## config.mk

```make
export PLATFORM = sky130hd
export DESIGN_NAME = pidr_err_stage
export DESIGN_NICKNAME = d
export VERILOG_FILES = /design/src/pidr_pkg.sv /design/src/pidr_err_stage.sv
export SDC_FILE = /design/constraint.sdc
export NUM_CORES = 1
export LEC_CHECK = 0
export ABC_AREA = 1
export BUFFER_PORTS_ARGS = -buffer_cell sky130_fd_sc_hd__buf_2
export CORE_MARGIN = 4
export CORE_UTILIZATION = 25
export CTS_BUF_LIST = sky130_fd_sc_hd__clkbuf_4 sky130_fd_sc_hd__clkbuf_8
export DETAILED_ROUTE_END_ITERATION = 10
export HOLD_SLACK_MARGIN = 0.08
export PLACE_DENSITY = 0.43
export RECOVER_POWER = 25
export SKIP_CTS_REPAIR_TIMING = 1
export SLEW_MARGIN = 25
export SYNTH_ARGS = -nofsm -noshare
export SYNTH_HDL_FRONTEND = slang
export SYNTH_SLANG_ARGS = --single-unit
export TNS_END_PERCENT = 100
```

## constraint.sdc

```tcl
create_clock -name clk -period 7.4 [get_ports clk]
set_clock_uncertainty 0.05 [all_clocks]
set_input_delay 1.11 -clock clk [delete_from_list [all_inputs] [get_ports clk]]
set_output_delay 1.11 -clock clk [all_outputs]
set_load 0.02 [all_outputs]
```

## src/pidr_pkg.sv

```systemverilog
// Shared types and constants for the PID position regulator.
// No dependencies; imported by pidr_err_stage and pid_position_regulator.
package pidr_pkg;

  localparam int SAMPLE_WIDTH = 24;
  localparam int TERM_W       = SAMPLE_WIDTH + 1;  // integral and derivative
  localparam int GAIN_W       = 24;
  localparam int LIMIT_W      = SAMPLE_WIDTH - 1;
  localparam int SPEED_W      = 15;
  localparam int DRIVE_W      = 16;
  localparam int PROD_W       = 2 * TERM_W;
  localparam int SUM_W        = PROD_W + 2;
  localparam int FRAC_W       = 16;               // gain fraction bits
  localparam int ADDR_W       = 5;

  // Register indexes (paddr[4:2])
  localparam logic [2:0] REG_GAIN_P    = 3'd0;
  localparam logic [2:0] REG_GAIN_I    = 3'd1;
  localparam logic [2:0] REG_GAIN_D    = 3'd2;
  localparam logic [2:0] REG_INT_LIMIT = 3'd3;
  localparam logic [2:0] REG_TOLERANCE = 3'd4;
  localparam logic [2:0] REG_SPEED_MAX = 3'd5;
  localparam logic [2:0] REG_SPEED_MIN = 3'd6;
  localparam logic [2:0] REG_SETPOINT  = 3'd7;

  localparam logic [SPEED_W-1:0] SPEED_MAX_RESET = 15'd25600;

  typedef struct packed {
    logic                           start_req;
    logic signed [SAMPLE_WIDTH-1:0] measured;
  } sample_t;

  typedef struct packed {
    logic signed [DRIVE_W-1:0] drive;
    logic                      done_res;
  } result_t;

  // Per-sample terms handed from the error stage to the multipliers
  typedef struct packed {
    logic signed [SAMPLE_WIDTH-1:0] err;
    logic signed [TERM_W-1:0]       integ;
    logic signed [TERM_W-1:0]       deriv;
    logic                           done;
  } terms_t;

endpackage

```

## src/pidr_err_stage.sv

```systemverilog
// Error, clamped integral and derivative stage; owns the regulator state.
// Depends on pidr_pkg.
module pidr_err_stage (
  input  logic                                   clk,
  input  logic                                   rst,
  input  logic                                   step,
  input  pidr_pkg::sample_t                      sample,
  input  logic signed [pidr_pkg::SAMPLE_WIDTH-1:0] setpoint,
  input  logic [pidr_pkg::LIMIT_W-1:0]           integral_limit,
  input  logic [pidr_pkg::LIMIT_W-1:0]           tolerance,
  output pidr_pkg::terms_t                       terms
);
  import pidr_pkg::*;

  logic signed [TERM_W-1:0]       integral_sum;
  logic signed [TERM_W-1:0]       integral_sum_next;
  logic signed [SAMPLE_WIDTH-1:0] previous_error;

  logic signed [SAMPLE_WIDTH:0]   diff;
  logic signed [SAMPLE_WIDTH-1:0] err;
  logic signed [SAMPLE_WIDTH-1:0] prev_eff;
  logic signed [TERM_W-1:0]       integ_eff;
  logic signed [TERM_W:0]         isum;
  logic signed [TERM_W:0]         lim_pos;
  logic signed [TERM_W:0]         lim_neg;
  logic signed [TERM_W-1:0]       deriv;
  logic [SAMPLE_WIDTH-1:0]        emag;

  always_comb begin
    diff = {setpoint[SAMPLE_WIDTH-1], setpoint}
         - {sample.measured[SAMPLE_WIDTH-1], sample.measured};
    // saturate to the sample range
    if (diff[SAMPLE_WIDTH] != diff[SAMPLE_WIDTH-1]) begin
      err = diff[SAMPLE_WIDTH] ? {1'b1, {(SAMPLE_WIDTH-1){1'b0}}}
                               : {1'b0, {(SAMPLE_WIDTH-1){1'b1}}};
    end else begin
      err = diff[SAMPLE_WIDTH-1:0];
    end

    // a start request begins from a clean integral and error history
    prev_eff  = sample.start_req ? setpoint : previous_error;
    integ_eff = sample.start_req ? '0 : integral_sum;

    isum    = {integ_eff[TERM_W-1], integ_eff}
            + {{(TERM_W+1-SAMPLE_WIDTH){err[SAMPLE_WIDTH-1]}}, err};
    lim_pos = {{(TERM_W+1-LIMIT_W){1'b0}}, integral_limit};
    lim_neg = -lim_pos;
    if (isum > lim_pos) begin
      integral_sum_next = lim_pos[TERM_W-1:0];
    end else if (isum < lim_neg) begin
      integral_sum_next = lim_neg[TERM_W-1:0];
    end else begin
      integral_sum_next = isum[TERM_W-1:0];
    end

    deriv = {err[SAMPLE_WIDTH-1], err} - {prev_eff[SAMPLE_WIDTH-1], prev_eff};
    emag  = err[SAMPLE_WIDTH-1] ? SAMPLE_WIDTH'(-err) : err;
  end

  always_ff @(posedge clk) begin
    if (rst) begin
      integral_sum   <= '0;
      previous_error <= '0;
    end else if (step) begin
      integral_sum   <= integral_sum_next;
      previous_error <= err;
    end
  end

  always_ff @(posedge clk) begin
    if (step) begin
      terms.err   <= err;
      terms.integ <= integral_sum_next;
      terms.deriv <= deriv;
      terms.done  <= (emag <= {1'b0, tolerance});
    end
  end

endmodule

```

# Word-level counts from Yosys, hierarchy flattened
# Index checks and enable logic that the tools add are counted.
[classes]
add_sub_neg = 5
mul = 0
div_mod_pow = 0
n_lt_le_gt_ge = 3
n_eq_ne = 1
n_shift = 0
muxes = 7
bitwise_logic = 0
n_reduce_logical = 0
[op_table]
columns = ["op", "n"]
rows = [
  ["$mux W24", 4],
  ["$mux W25", 3],
  ["$sub A24 B24 Y25", 2],
  ["$add A25 B24 Y26", 1],
  ["$gt A26 B24 Y1", 1],
  ["$lt A26 B26 Y1", 1],
  ["$neg A23 Y26", 1],
  ["$le A24 B23 Y1", 1],
  ["$neg A24 Y24", 1],
  ["$ne A1 B1 Y1", 1],
]
[word_totals]
reg_bits = 124
latchBits = 0
ram_bits = 0
romBits = 0
inputBits = 98
out_inout_bits = 75
word_cells = 22
mem_count = 0

# Longest topological paths before layout
# Gate-level depths: netlist of run 1.
[depth]
word_depth = 7
ltp_mapped = 50
depth_no_buf = 47

# Worst setup path after synthesis of run 1
# Ideal clock, no wire load.
[synth_timing]
path_kind = "input to register"
from = "input setpoint[0] (netlist bit)"
to = "register terms[50] (netlist bit), data pin"
setup_ns = 0.251
arrival_time_ns = 6.847
t_required_ns = 7.099
path_slack_ns = 0.252
stages = 41
n_path_buf = 3
cell_sequence = "inv_1 > ha_1 > inv_1 > fa_1 > nand2_1 > inv_1 > o21ai_1 > nand2_1 > nand2_1 > nand2_2 > nand3_1 > nand3_2 > xor2_2 > inv_1 > ha_1 > clkbuf_1 > buf_1 > o21ai_0 > [... 5 more ...] > nand2_1 > a31oi_1 > o21ai_0 > nand2_1 > nand2_1 > xor2_1 > ha_1 > nand3_1 > a21oi_1 > a211oi_1 > nand2_1 > nand2_2 > buf_2 > nand3_1 > nand2_1 > inv_1 > nand2_1 > inv_1"
[synth_between]
elab_chain_cells = 7
word_cells_on_any_way = 9
classes_between = "add/sub (2); order compare (2); eq/ne (1); mux (4)"
[synth_rtl]
columns = ["item", "line_no", "source"]
rows = [
  ["start: declaration", "pidr_err_stage.sv:8", "input logic signed [pidr_pkg::SAMPLE_WIDTH-1:0] setpoint,"],
  ["$sub A24 B24 Y25 (*)", "pidr_err_stage.sv:31", "- {sample.measured[SAMPLE_WIDTH-1], sample.measured};"],
  ["$mux W24 or $ne A1 B1 Y1 (tied branches)", "pidr_err_stage.sv:34, pidr_err_stage.sv:33", ""],
  ["$mux W24 (*)", "pidr_err_stage.sv:33", "if (diff[SAMPLE_WIDTH] != diff[SAMPLE_WIDTH-1]) begin"],
  ["$add A25 B24 Y26 (*)", "pidr_err_stage.sv:45", "+ {{(TERM_W+1-SAMPLE_WIDTH){err[SAMPLE_WIDTH-1]}}, err};"],
  ["$lt A26 B26 Y1", "pidr_err_stage.sv:50", "end else if (isum < lim_neg) begin"],
  ["$mux W25", "pidr_err_stage.sv:50", ""],
  ["$mux W25 (*)", "pidr_err_stage.sv:48", "if (isum > lim_pos) begin"],
  ["named net integral_sum_next[24]", "pidr_err_stage.sv:16", "logic signed [TERM_W-1:0] integral_sum_next;"],
  ["end: declaration", "pidr_err_stage.sv:11", "output pidr_pkg::terms_t terms"],
]
# The timed path passes the listed nets; every way through them passes the cells marked *.
# A chain may end at the register's enable or synchronous reset.

# Worst setup path in the final report of run 1
[layout_timing]
from = "input sample[10] (netlist bit)"
to = "register terms[35] (netlist bit), data pin"
[layout_between]
elab_chain_cells = 7
word_cells_on_any_way = 9
classes_between = "add/sub (2); order compare (2); eq/ne (1); mux (4)"
[layout_rtl]
columns = ["item", "line_no", "source"]
rows = [
  ["start: declaration", "pidr_err_stage.sv:7", "input pidr_pkg::sample_t sample,"],
  ["$sub A24 B24 Y25 (*)", "pidr_err_stage.sv:31", ""],
  ["$mux W24 or $ne A1 B1 Y1 (tied branches)", "pidr_err_stage.sv:34, pidr_err_stage.sv:33", ""],
  ["$mux W24 (*)", "pidr_err_stage.sv:33", ""],
  ["$add A25 B24 Y26 (*)", "pidr_err_stage.sv:45", ""],
  ["$lt A26 B26 Y1", "pidr_err_stage.sv:50", ""],
  ["$mux W25", "pidr_err_stage.sv:50", ""],
  ["$mux W25 (*)", "pidr_err_stage.sv:48", ""],
  ["named net integral_sum_next[9]", "pidr_err_stage.sv:16", ""],
]
# Marked as above.

==> results.md, run 1 <==
- The run finished with clean final reports.
- The element type at the critical path end is a register.
- Summed over all layers, the routed wires come to roughly 49000 um.
- The average routed wire per standard cell is ~17 um.
- The most used cell along the critical path is nand2_1.
- Yosys printed 0 warnings.
- The number of antenna violations at the first check in global routing was 1.
- The deepest level of the CTS H-tree is 4.
- The cell area after placement is 0.0152 mm^2.
- The per-instance average area after synthesis is around 6.7 um^2.
- Summing all non-filler instances in the final layout gives an area of about 0.016 mm^2.
- The effective utilization at floorplan is 0.255.
- The first global-routing pass estimated approximately 74000 um of wire.
- The clock transition at the register clock pins on the worst setup and hold paths after CTS is around 90 ps.
- The number of hold violations in the final report is 0.
- The dominant cell type by area after synthesis is edfxtp_1.
- The library cells used most frequently in the layout, excluding fill and tap cells, are 457 x nand2_1, 323 x inv_1, 155 x a21oi_1, 143 x ha_1, 140 x buf_2.
- Across the run, the number of max-cap violations was 0.
- The headroom to the max-slew limit is 0.291.
- The share of layout cells above drive strength 1 is 0.165.
- The filler cells instantiated in the layout total roughly 5500.
- In the final layout, flip-flops and latches occupy 0.00323 mm^2.
- The cell row count is 81.
- After synthesis the cells add up to 0.0126 mm^2.
- The floorplan step defined a core boundary enclosing 0.0494 mm^2.
- Entering global routing, the biggest net connects 59 pins.
- The number of antenna diodes in the final layout is 0.
- Before CTS, the worst setup slack after placement is -376 ps.
- The areal power density over the cells is around 420 mW/mm^2.
- The cell sitting at the root of the clock tree is a clkbuf_8.
- The floorplan step set the die width to 232 um.
- The most common library cell in the layout ignoring fill and taps is nand2_1.
- The remaining design rule violation count is 0.
- In the routed layout, each cell is associated on average with a via count of 4.59.
- The TritonCTS sink count is about 120.
- The tightest min-delay check is of the reg2reg type.
- Setup violations remaining at the end of the flow were counted as 0.
- The share of synthesized area in the top cell type comes to 0.179.
- In the synthesized netlist, the number of instances is 1879.
- Sorting the synthesized cells by area gives the leading types as edfxtp_1 18%, ha_1 14%, nand2_1 14%.
- The number of routed nets with antenna violations is 0.
- The critical path start-end classification is in2reg.
- The pre-antenna-repair detailed-routing pass consisted of 5 iterations.
- The total nets after synthesis is 2124.
- The TritonCTS clock tree is done.
- The final period demand of the worst path is about 6900 ps.
- The slowest stage of the critical path belongs to the cell fa_1.
- Summed over all cells, the static leakage comes to about 8.3 nW.
- Counting flops with a built-in enable in the synthesized netlist gives 75.
- TritonCTS created 17 clock buffers.
- The total via count after detailed routing is 13000.
- Relative to the synthesized area, the layout overhead comes to 24.0%.
- The clock passes through at most 2 buffers.
- The timing-limited maximum frequency is about 0.15 GHz.
- The fraction of registers with async set or reset after synthesis is 0.
- For this run, the leading register cell type out of synthesis is edfxtp_1.
- For this run, the total global-route usage over all layers was measured as 0.182.
- The count of final max-slew check failures is 0.
- around 170 I/O pins were placed.
- The unique cell type count in the Yosys netlist is 50.
- The net count of the finished layout is 2410.
- The number of global-route vias before repair is ~13000.
- Input and output buffers added on the ports amount to about 170.
- The die covers about 0.054 mm^2.
- The worst setup path is launched from a primary input.
- At the worst endpoint, the arrival time is between 7000 and 8000 ps.
- The peak fanout along the critical path is 17.
- The final estimated routing congestion in global placement is 0.866.
- The worst slack on hold paths is approximately 430 ps.
- For the worst setup path, the data required time is approximately 7600 ps.
- The transition time at the pin with the least slew margin is around 1100 ps.
- The number of register bits inferred by synthesis is around 120.
- The count of cells in the finished layout, fillers not included, comes to between 2000 and 3000.
- The final clock period utilization by the worst path is 0.928.
- Adding up every negative setup slack in the final design gives 0 ps.
- Setup slack on the critical path of the routed design comes to 534 ps.
- Counting tap cells, the placed design contains a total of between 2000 and 3000 instances.
- For this run, the register share of the synthesized area comes to 0.257.
- The initial detailed-routing violation count is approximately 770.
- Summing all multi-input logic gate instances after layout gives between 0.007 and 0.008 mm^2.
- From bottom edge to top edge, the die measures ~230 um.
- For this run the aggregate overflow at the end of global routing stands at 0.
- For the worst-skew pair, the clock arrives at the later sink with an insertion delay of 560 ps.
- On the worst path, the slowest cell contributes a delay of 400 ps.
- The estimated wirelength of the detail-placed design is 39600 um.
- The worst IR drop on VDD is ~170 uV.
==> cell type report <==
class | instances | share of cell area
timing repair buffer | 312 | 0.124
multi-input combinational | 1379 | 0.507
clock inverter | 15 | 0.0126
inverter | 331 | 0.0800
tap | 664 | 0.0533
sequential | 124 | 0.208
clock buffer | 17 | 0.0150
==> cells by family (layout without fill, tap and decap cells) <==
group,count (synthesis),count (layout),synth area share
flip-flops,124,124,0.257
AND/OR/NAND/NOR,853,853,0.297
buffers and inverters,376,675,0.117
multiplexers,1,1,0.000797
AO/OA/AOI/OAI,313,313,0.134
adder cells (fa/ha/maj),147,147,0.148
XOR/XNOR,65,65,0.0459
==> sequential cells by signal (all words and copies together) (netlist names) <==
name,cells
previous_error,24
terms,75
integral_sum,25
==> report_power, final <==
| part | internal (mW) | total (mW) | switching [mW] |
|---|---|---|---|
| logic | 1.69 | 4.61 | 2.92 |
| registers | 1.10 | 1.17 | 0.0716 |
| clock network | 0.365 | 0.702 | 0.337 |
==> per-layer routing <==
metal	GRT usage	vias to the layer above	part of all wire
met3	0.0343	49	0.046
met4	0.0553	2	0.022
met5	0	-	0.00027
li1	-	6725	-
met1	0.241	5970	0.47
met2	0.300	299	0.46
==> path summary, 6_finish.rpt <==
| kind | start | end | slack (ps) | cells after the start |
|---|---|---|---|---|
| max | sample[10] | terms[35]$_DFFE_PP_ | 530 | 42 |
| min reg2reg | previous_error[1]$_SDFFE_PP0P_ | previous_error[1]$_SDFFE_PP0P_ | 430 | 2 |
| max reg2reg | integral_sum[0]$_SDFFE_PP0P_ | terms[35]$_DFFE_PP_ | 3140 | 28 |
| min | previous_error[1]$_SDFFE_PP0P_ | previous_error[1]$_SDFFE_PP0P_ | 430 | 2 |
==> synthesized netlist by cell type (all sizes together) (5+ instances only) <==
cell type  instances
nor3              30
edfxtp            75
inv              328
nor2             144
xor2              47
a21o              12
nand3            133
o211ai             5
nand2            471
xnor2             18
or2               10
ha               144
buf               19
a21oi            156
dfxtp             49
nand4             44
clkbuf            26
o21ai            109
o21bai             6
nand3b            14
a31oi              6
o21a               6
==> stage by stage <==
stage / util / total power, mW
floorplan: - / 4.03
global placement: 0.307 / 5.81
detailed placement: 0.307 / 5.80
CTS: 0.316 / 6.56
global route: 0.316 / 7.12
finish: 0.316 / 6.49
==> critical path, delay by kind of cell <==
| kind | cells | cell delay (ps) |
|---|---|---|
| AO/OA/AOI/OAI | 10 | 1510 |
| buffers and inverters | 10 | 1050 |
| adder cells (fa/ha/maj) | 5 | 1670 |
| XOR/XNOR | 2 | 380 |
| AND/OR/NAND/NOR | 15 | 1360 |
(Power assumes the default switching activity.)
==> inputs of run 2 (changes only) <==
Settings changed: PLACE_DENSITY 0.43 to 0.41.
Clock period 7.4 ns to 6.95 ns, I/O delays scaled along.
==> results.md, run 2 (synthesis gave the netlist of run 1 again) <==
- The slowest stage cell on the critical path is ha_1.
- From synthesis to final layout, the design area changed by 38.4%.
- The register with the most flip-flops in the final layout is terms.
- The largest registers in the layout are terms: 75 flops, integral_sum: 25 flops, previous_error: 24 flops.
- The number of flip-flops in the largest register came to 75 (unchanged).
- The TritonCTS clock tree is done.
- The arrival time of data at the critical path endpoint is 6870 ps (-230 ps).
- The total die area is 0.0539 mm^2 (unchanged).
- The overall power of the completed layout is 7.68 mW (+18%).
- In this run the worst hold path is classified as reg2reg.
- The clock transition at the register clock pins on the worst setup and hold paths after CTS is 90 ps (about the same).
- The detailed-routing iteration count for the pre-antenna-repair pass is 8 (+3).
- The number of routed nets with antenna violations came to 0 (unchanged).
- The share of layout cells above drive strength 1 is 0.257 (+0.0921).
- The clock latency at the later pin of the worst-skew pair is 560 ps (about the same).
- The effective utilization at floorplan is 0.255 (unchanged).
- The element type at the critical path end is a register.
- The TritonCTS sink count is 124 (unchanged).
- The peak fanout along the critical path is 8 (-9).
- The largest net degree at the start of global routing is 57 (-3.4%).
- The total via count after detailed routing is 13600 (+4.4%).
- The buffer type at the clock tree root is clkbuf_8.
- The estimated wirelength of the detail-placed design is 40500 um (+2.3%).
- The worst IR drop on VDD is 181 uV (+4.1%).
- The final cell count without fillers was 2996 (+5.4%).
- The final estimated routing congestion in global placement is 0.906 (+4.7%).
- The critical path buffer and inverter count came to 10 (unchanged).
- The total wirelength of the detailed-routed design is 50500 um (+3.5%).
- The number of vias per cell is 4.54 (-1.0%).
- Subtracting the final worst setup slack from the clock period gives about 6600 ps.
- The final clock period utilization by the worst path is 0.952.
- The average routed wire per standard cell was 16.9 um (-1.8%).
- The total congestion overflow after global routing is 0 (unchanged).
- The summed negative setup slack over all endpoints is 0 ps (unchanged).
- The run finished with clean final reports.
- The leakage component of the power is 9.11 nW (+9.9%).
- The worst setup path is of the in2reg kind.
- The number of buffers on the longest clock path is 2 (unchanged).
- Grouping stages by cell kind, the critical path spends the most delay in simple AND/OR/NAND/NOR gates.
- The areal power density over the cells was 442 mW/mm^2 (+6.1%).
- The remaining design rule violation count was 0 (unchanged).
- The chip height is 232 um (unchanged).
- By instance count, the cell type seen most on the critical path is nand2_1.
- The core area is 0.0494 mm^2 (unchanged).
- The I/O pin count came to 173 (unchanged).
- The overall track demand over capacity in global routing was 0.184 (+0.00232).
- The headroom to the max-slew limit is 0.327 (+0.0362).
- The number of antenna violations at the first check in global routing was 1 (unchanged).
- The total instance count after detailed placement is 2944 (+4.8%).
- The number of hold violations in the final report came to 0 (unchanged).
- The cell row count is 81 (unchanged).
- The reported max-cap violation count was 0 (unchanged).
- The worst endpoint required time was 7200 ps (-430 ps).
- The number of buffers created by CTS was 17 (unchanged).
- The number of global-route vias before repair was 13300 (+4.6%).
- In the layout the commonest cells are 430 x nand2_1, 323 x inv_1, 282 x buf_4, 142 x a21oi_1.
- The most common library cell in the layout ignoring fill and taps is nand2_1.
- The horizontal die dimension is 232 um (unchanged).
- The deepest level of the CTS H-tree came to 4 (unchanged).
- The count of final max-slew check failures is 0 (unchanged).
- The transition time at the pin with the least slew margin is 1010 ps (-48.9 ps).
- The total number of nets in the final design came to 2563 (+6.3%).
- The global-route wire length before repair is 75900 um (+2.5%).
- The timing-limited maximum frequency is between 0.15 and 0.2 GHz.
- The count of buffers from port buffering came to 172 (unchanged).
- The initial detailed-routing violation count came to 856 (+11%).
- The kind of start point of the critical path is a primary input.
- The final-report setup violation count is 0 (unchanged).
- The stage delay of the slowest cell on the critical path is 340 ps (-60 ps).
==> run 2: changes by cell type in the layout (fill, tap and decap cells not counted), sizes merged <==
| cell | before | now |
|---|---|---|
| buf | 280 | 422 |
| clkbuf | 49 | 63 |
| clkinv | 9 | 7 |
| bufinv | 4 | 3 |
| clkinvlp | 4 | 3 |
| diode | 0 | 1 |
| inv | 329 | 330 |
==> run 2: path summary, 6_finish.rpt <==
| path | startpoint | endpoint | slack [ps] | cells after the start |
|---|---|---|---|---|
| setup / recovery | sample[18] | terms[49]$_DFFE_PP_ | 330 | 43 |
| hold / removal | previous_error[1]$_SDFFE_PP0P_ | previous_error[1]$_SDFFE_PP0P_ | 440 | 2 |
| setup reg to reg | integral_sum[0]$_SDFFE_PP0P_ | terms[31]$_DFFE_PP_ | 2740 | 30 |
| hold reg to reg | previous_error[1]$_SDFFE_PP0P_ | previous_error[1]$_SDFFE_PP0P_ | 440 | 2 |
==> run 2: metal layers <==
layer / track usage / vias up / part of all wire
met2: 0.311 / 280 / 0.47
met3: 0.0298 / 44 / 0.036
met1: 0.243 / 6256 / 0.47
met5: 0 / - / 0
met4: 0.0527 / 0 / 0.019
li1: - / 7034 / -
==> run 2: layout make-up <==
type / instances / area (um^2)
clock buffers: 20 / 256
diodes: 1 / 2.50
clock inverters: 12 / 145
repair buffers: 465 / 3130
inverters: 331 / 1250
fillers: 5384 / 32000
multi-input cells: 1379 / 8540
flip-flops and latches: 124 / 3230
well taps: 664 / 831
==> run 2: power by group <==
group | switching [mW] | leakage (nW) | internal (mW)
logic | 3.37 | 7.76 | 2.35
registers | 0.0710 | 1.15 | 1.17
clock network | 0.355 | 0.203 | 0.363
total | 3.80 | 9.11 | 3.88
==> run 2: stage by stage <==
step | cell area [um^2] | worst slack, ps | util | hold slack, ps
global placement | 16100 | -811 | 0.327 | 420
global route | 17400 | -96.5 | 0.352 | 471
detailed placement | 16100 | -866 | 0.327 | 420
CTS | 16500 | -279 | 0.335 | 446
floorplan | 12600 | 19.3 | - | 394
finish | 17400 | 333 | 0.352 | 442
==> run 2: worst min-delay path, stage by stage (launching register included) <==
cell and delay [ps]:
dfxtp_1 340, o211ai_1 80, inv_1 50
